<file path="config.mk">
export PLATFORM = sky130hd
export DESIGN_NAME = float32_to_half_with_overflow_flag_unit
export DESIGN_NICKNAME = d
export VERILOG_FILES = /design/src/rtl/f2h_pkg.sv /design/src/rtl/f2h_convert.sv /design/src/rtl/float32_to_half_with_overflow_flag_unit.sv
export SDC_FILE = /design/constraint.sdc
export NUM_CORES = 1
export LEC_CHECK = 0
export BUFFER_PORTS_ARGS = -buffer_cell sky130_fd_sc_hd__buf_2
export CORE_UTILIZATION = 50
export DETAILED_ROUTE_END_ITERATION = 7
export MAX_ROUTING_LAYER = met4
export PLACE_DENSITY = 0.68
export SLEW_MARGIN = 10
export SYNTH_ARGS = -nofsm -noshare
export SYNTH_HDL_FRONTEND = slang
export SYNTH_SLANG_ARGS = --single-unit
</file>
<file path="constraint.sdc">
create_clock -name clk -period 8.2 [get_ports clk]
set_clock_uncertainty 0.15 [all_clocks]
set_input_delay 0.41 -clock clk [delete_from_list [all_inputs] [get_ports clk]]
set_output_delay 0.41 -clock clk [all_outputs]
set_load 0.1 [all_outputs]
</file>
<file path="src/rtl/f2h_pkg.sv">
// Package with shared constants and helper types for the binary32 to binary16 converter.
`timescale 1ns / 1ps
`default_nettype none
package f2h_pkg;
  localparam logic [30:0] HALF_MAX_MAG = 31'h477FE000;
  localparam logic [30:0] INF_MAG = 31'h7F800000;
  localparam logic [7:0] EXP_ALL_ONES = 8'hFF;
  localparam logic [7:0] EXP_HALF_OVF = 8'd143;
  localparam logic [7:0] EXP_HALF_NORM = 8'd113;
  localparam logic [14:0] HALF_INF = 15'h7C00;
  localparam logic [14:0] HALF_QNAN = 15'h7E00;

  typedef struct packed {
    logic [15:0] half_bits;
    logic        ovf_hit;
  } conv_res_t;
endpackage
`default_nettype wire

</file>
<file path="src/rtl/f2h_convert.sv">
// Combinational binary32 to binary16 conversion with round to nearest even.
`timescale 1ns / 1ps
`default_nettype none
module f2h_convert (
  input  wire logic [31:0]         value_bits,
  output f2h_pkg::conv_res_t       res
);
  logic        sgn;
  logic [7:0]  e;
  logic [22:0] m;
  logic [30:0] mag;
  logic [14:0] r;
  logic [12:0] rem;
  logic [23:0] full;
  logic [7:0]  shift;
  logic [4:0]  sh;
  logic [23:0] q;
  logic [23:0] remd;
  logic [23:0] halfway;
  logic [23:0] rmask;

  always_comb begin
    sgn = value_bits[31];
    e = value_bits[30:23];
    m = value_bits[22:0];
    mag = value_bits[30:0];
    full = {1'b1, m};
    shift = 8'd126 - e;
    sh = shift[4:0];
    q = full >> sh;
    rmask = (24'd1 << sh) - 24'd1;
    remd = full & rmask;
    halfway = 24'd1 << (sh - 5'd1);
    r = '0;
    rem = '0;
    if (e == f2h_pkg::EXP_ALL_ONES) begin
      if (m == '0) r = f2h_pkg::HALF_INF;
      else r = f2h_pkg::HALF_QNAN | {5'd0, m[22:13]};
    end else if (e >= f2h_pkg::EXP_HALF_OVF) begin
      r = f2h_pkg::HALF_INF;
    end else if (e >= f2h_pkg::EXP_HALF_NORM) begin
      r = {5'(e - 8'd112), m[22:13]};
      rem = m[12:0];
      if (rem > 13'h1000 || (rem == 13'h1000 && r[0])) r = r + 15'd1;
    end else if (e == '0 || shift > 8'd24) begin
      r = '0;
    end else begin
      // Subnormal result: shift the full mantissa right and round.
      r = q[14:0];
      if (remd > halfway || (remd == halfway && q[0])) r = r + 15'd1;
    end
    res.half_bits = {sgn, r};
    res.ovf_hit = (mag > f2h_pkg::HALF_MAX_MAG) && (mag <= f2h_pkg::INF_MAG);
  end
endmodule
`default_nettype wire

</file>
<file path="src/rtl/float32_to_half_with_overflow_flag_unit.sv">
// Top level of the binary32 to binary16 converter with sticky overflow flag.
// The unit converts one binary32 pattern per transfer to binary16 with round
// to nearest even, producing subnormals, signed infinities on overflow and
// quiet NaNs. It accepts one item every cycle while out_stall is low: an
// input register feeds a single stage of conversion logic that writes a
// result register, and a skid register lets the input side keep taking a
// transfer while a finished result waits. An input transfer is held in the
// input register, and its converted result is loaded into the result
// register when that register is free or being read, which raises out_valid.
// Stalls only come from out_stall; without them a new transfer is
// taken every cycle.
// The overflow flag is cleared by a first mark, set by any finite or
// infinite magnitude above 65504, never by a NaN, and goes out with each
// result.
`timescale 1ns / 1ps
`default_nettype none
module float32_to_half_with_overflow_flag_unit (
  input  wire logic        clk,
  input  wire logic        rst_n,
  input  wire logic        in_valid,
  output logic             in_stall,
  input  wire logic [31:0] in_value_bits,
  input  wire logic        in_first_element,
  input  wire logic        in_last_element,
  output logic             out_valid,
  input  wire logic        out_stall,
  output logic [15:0]      out_half_bits,
  output logic             out_overflow_seen,
  output logic             out_last_result
);
  // Input register stage.
  logic        a_vld_r;
  logic [31:0] a_val_r;
  logic        a_first_r, a_last_r;
  // Skid register holding an input transfer taken while stage a was blocked.
  logic        s_vld_r;
  logic [31:0] s_val_r;
  logic        s_first_r, s_last_r;
  // Result register.
  logic        o_vld_r;
  logic [15:0] o_half_r;
  logic        o_flag_r, o_last_r;
  logic        sticky_r;
  logic        flag_nxt;
  logic        o_adv, a_adv;
  f2h_pkg::conv_res_t conv;

  f2h_convert u_conv (.value_bits(a_val_r), .res(conv));

  assign o_adv = a_vld_r && (!o_vld_r || !out_stall);
  // Stage a can load when empty or moving on this cycle.
  assign a_adv = !a_vld_r || o_adv;
  assign in_stall = s_vld_r;
  assign flag_nxt = conv.ovf_hit | (a_first_r ? 1'b0 : sticky_r);

  always_ff @(posedge clk) begin
    if (!rst_n) begin
      a_vld_r <= 1'b0;
      s_vld_r <= 1'b0;
      o_vld_r <= 1'b0;
      sticky_r <= 1'b0;
    end else begin
      if (o_adv) begin
        o_vld_r <= 1'b1;
        sticky_r <= flag_nxt;
      end else if (!out_stall) begin
        o_vld_r <= 1'b0;
      end
      if (a_adv) begin
        if (s_vld_r) begin
          a_vld_r <= 1'b1;
          s_vld_r <= 1'b0;
        end else begin
          a_vld_r <= in_valid;
        end
      end else if (in_valid && !s_vld_r) begin
        s_vld_r <= 1'b1;
      end
    end
  end

  always_ff @(posedge clk) begin
    if (o_adv) begin
      o_half_r <= conv.half_bits;
      o_flag_r <= flag_nxt;
      o_last_r <= a_last_r;
    end
    if (a_adv) begin
      if (s_vld_r) begin
        a_val_r <= s_val_r;
        a_first_r <= s_first_r;
        a_last_r <= s_last_r;
      end else begin
        a_val_r <= in_value_bits;
        a_first_r <= in_first_element;
        a_last_r <= in_last_element;
      end
    end else if (!s_vld_r) begin
      s_val_r <= in_value_bits;
      s_first_r <= in_first_element;
      s_last_r <= in_last_element;
    end
  end

  assign out_valid = o_vld_r;
  assign out_half_bits = o_half_r;
  assign out_overflow_seen = o_flag_r;
  assign out_last_result = o_last_r;
endmodule
`default_nettype wire
</file>
==> metrics.csv <==
metric;value;unit
CTS sink count;90;
Net Sw Power;474;uW
Yosys warnings;0;
r2r endpoint;out_half_bits[7];
P_leak;2.88;nW
dpl hpwl;15100;um
Syn Area/Cell;10.2;um2
RSZ-0062 raised after global routing;no;
Setup TNS;0;ns
Pins Over Slew Limit;0;
origin of the critical flop-to-flop path;a_val_r[24];
Setup Buffers After CTS;0;
NumNets Final;806;
status;complete, no violations;
Synth Flop Type;edfxtp_1;
total number of vias;5895;
slack of the worst reg-to-reg path;1.66;ns
Netlist cell types;83;
pwr dens;180;nW/um2
crit path cell chain;ha_1, ha_1, buf_4, nor2b_1, nand2_1, ha_1, nor3b_2, and3_1, nand2_1, mux2_2, nand2_1, a21boi_1, ha_1, nand4_1, nor4_1, nand2_1, o211ai_1, or3_1, nand4_1, or3_1, a32oi_1, a21o_1;
CP Capture Type;flop;
critical path peak fanout;22;
gpl congestion;0.982;
H-tree level count;3;
Layout area overhead;9.02;%
crit path time final;6.54;ns
largest net degree at the start of global routing;38;
Synth area leaders;edfxtp_1 (36%), mux2_2 (7.6%), ha_1 (6.7%);
Via density;6.43;
top cell type's share of synthesized area;0.364;
reg2reg path depth;22;
Crit-path slowest cell;ha_1;
# DRC;0;
PortBufs;57;
internal power;921;uW
number of fill cells;1213;
HP Class;in -> reg;
Comb power frac;0.291;
count of final hold-check violations;0;
CP Class;reg -> reg;
syn_nets;771;
Max-cap violations;0;
number of global-route vias before repair;5646;
max incr delay on CP;0.59;ns
CP Launch Type;flop;
commonest non-fill, non-tap cell in the layout;nand2_1;
Synth Register Bits;90;
hold_buf cts;0;
initial DRC count;648;
relative slew slack;0.413;
Total GRT Usage;0.300;
post-synth top area cell;edfxtp_1;
grt ovf;0;
Sw Share;0.340;
number of flops mapped to enable cells by yosys;86;
Synth Area in Simple Gates;0.179;
CTS tree;done;
Worst-Skew Late Latency;0.35;ns
Avg WL per Cell;22.2;um
most frequent cells in the layout;nand2_1 (92), edfxtp_1 (86), buf_2 (57);
Worst-Margin Slew;0.868;ns
post-route ant nets;0;
CP Buf/Inv Count;1;
Worst EP arrival;6.61;ns
Post-Synth Adder-Cell Area;0.0669;
main combinational cell family by area after synthesis;simple AND/OR/NAND/NOR gates;
post-layout util;0.558;
Rows;43;
register area share after synthesis;0.375;
clock slew at reported path FFs;0.07;ns
CTS buffer count;9;
ys async rst share;0;
Initial Utilization;0.512;
worst hold stages;2;
worst vdd ir;156;uV
die area;14700;um2
I/O pin cnt;58;
Die Height;121;um
Setup Viol. Count Final;0;
first-pass GRT wire length;31800;um
fin crit share;0.797;
share of power burned in registers;0.397;
# resized after CTS;0;
Max clock buf depth;2;
layout cells sized above 1;0.234;
total length of routed wires;20300;um
Synth Area in Compound Gates;0.147;
DRT Pass-1 Iters;5;
Top delay family on crit path;simple AND/OR/NAND/NOR gates;
clock power share;0.312;
Req. time, crit path;8.27;ns
core area;13900;um2
Die Span X;121;um
f_max;153;MHz
Root Driver;clkbuf_16;
mux contribution to synthesized area;0.150;
Cell Area, Synth;7100;um2
initial antenna violation count;4;
HP Start;in_valid;
Hold Crit Endpoint;a_vld_r;
synthesized instance count;695;
post-synthesis xor/xnor area fraction;0.0405;
==> flip-flops by register name, summed over array words and instances, names as in the netlist <==
| signal | cells |
|---|---|
| a_val_r | 32 |
| out_overflow_seen | 1 |
| s_val_r | 32 |
| s_last_r | 1 |
| sticky_r | 1 |
| in_stall | 1 |
| out_last_result | 1 |
| s_first_r | 1 |
| a_last_r | 1 |
| a_vld_r | 1 |
| out_valid | 1 |
| a_first_r | 1 |
| out_half_bits | 16 |
==> synth_stat cells, drive strengths merged, types with 7 or more instances <==
cell type,count
mux2i,20
xor2,15
a21boi,11
nand4,12
mux2,51
ha,38
and2,12
nor2,46
nor3,15
a21oi,30
edfxtp,86
or3,9
mux4,13
buf,18
o211ai,9
clkbuf,22
nand2,92
nand3,16
and3,9
o21ai,32
inv,13
nor2b,14
xnor2,17
nor4,8
o221ai,9
a21o,7
==> worst max-delay path by stage <==
| stage | cells past startpoint | to | from | slack, ns |
|---|---|---|---|---|
| 2_1_floorplan | 24 | out_half_bits[13] | a_val_r[23] | 2.41 |
| 3_3_place_gp | 22 | out_half_bits[13] | a_val_r[24] | 2.05 |
| 3_5_place_dp | 22 | out_half_bits[13] | a_val_r[24] | 1.72 |
| 4_1_cts | 22 | out_half_bits[13] | a_val_r[24] | 1.71 |
| 5_1_grt | 22 | out_half_bits[13] | a_val_r[24] | 1.15 |
| 6_report | 22 | out_half_bits[7] | a_val_r[24] | 1.66 |
==> metal layers <==
metal	part of all wire	GRT usage
met5	0	-
met4	0.033	0.127
met3	0.10	0.0780
met2	0.44	0.431
met1	0.43	0.400
==> cell families (layout without fill, tap and decap cells) <==
logic type,count (synthesis),in the layout
adder cells (fa/ha/maj),38,38
buffers and inverters,53,93
other,0,2
flip-flops,90,90
XOR/XNOR,32,32
multiplexers,84,84
AND/OR/NAND/NOR,251,251
AO/OA/AOI/OAI,147,147
==> layout make-up <==
type                    count  area, um2  area share
clock inverters             7       95.1      0.0123
flip-flops and latches     90       2660       0.344
clock buffers               9        225      0.0291
repair buffers             64        338      0.0436
well taps                 180        225      0.0291
diodes                      2       5.00    0.000646
multi-input cells         552       4150       0.535
inverters                  13       48.8     0.00630
==> power groups by stage <==
stage	clock, mW	combinational, mW	sequential (mW)
floorplan	0	0.279	0.582
global placement	0	0.396	0.562
detailed placement	0	0.398	0.563
CTS	0.443	0.400	0.552
global route	0.460	0.440	0.556
finish	0.436	0.406	0.554
==> through the flow <==
| step | hold WS, ns | setup WS [ns] | power [mW] | instances | area [um2] |
|---|---|---|---|---|---|
| CTS | 0.119 | 1.71 | 1.40 | 915 | 7740 |
| global placement | 0.253 | 2.05 | 0.958 | 899 | 7420 |
| detailed placement | 0.273 | 1.72 | 0.961 | 899 | 7420 |
| finish | 0.130 | 1.66 | 1.40 | 917 | 7740 |
| floorplan | 0.250 | 2.41 | 0.861 | 695 | 7100 |
| global route | 0.119 | 1.15 | 1.46 | 917 | 7740 |
Note: power is estimated with default switching activity, not from simulation.
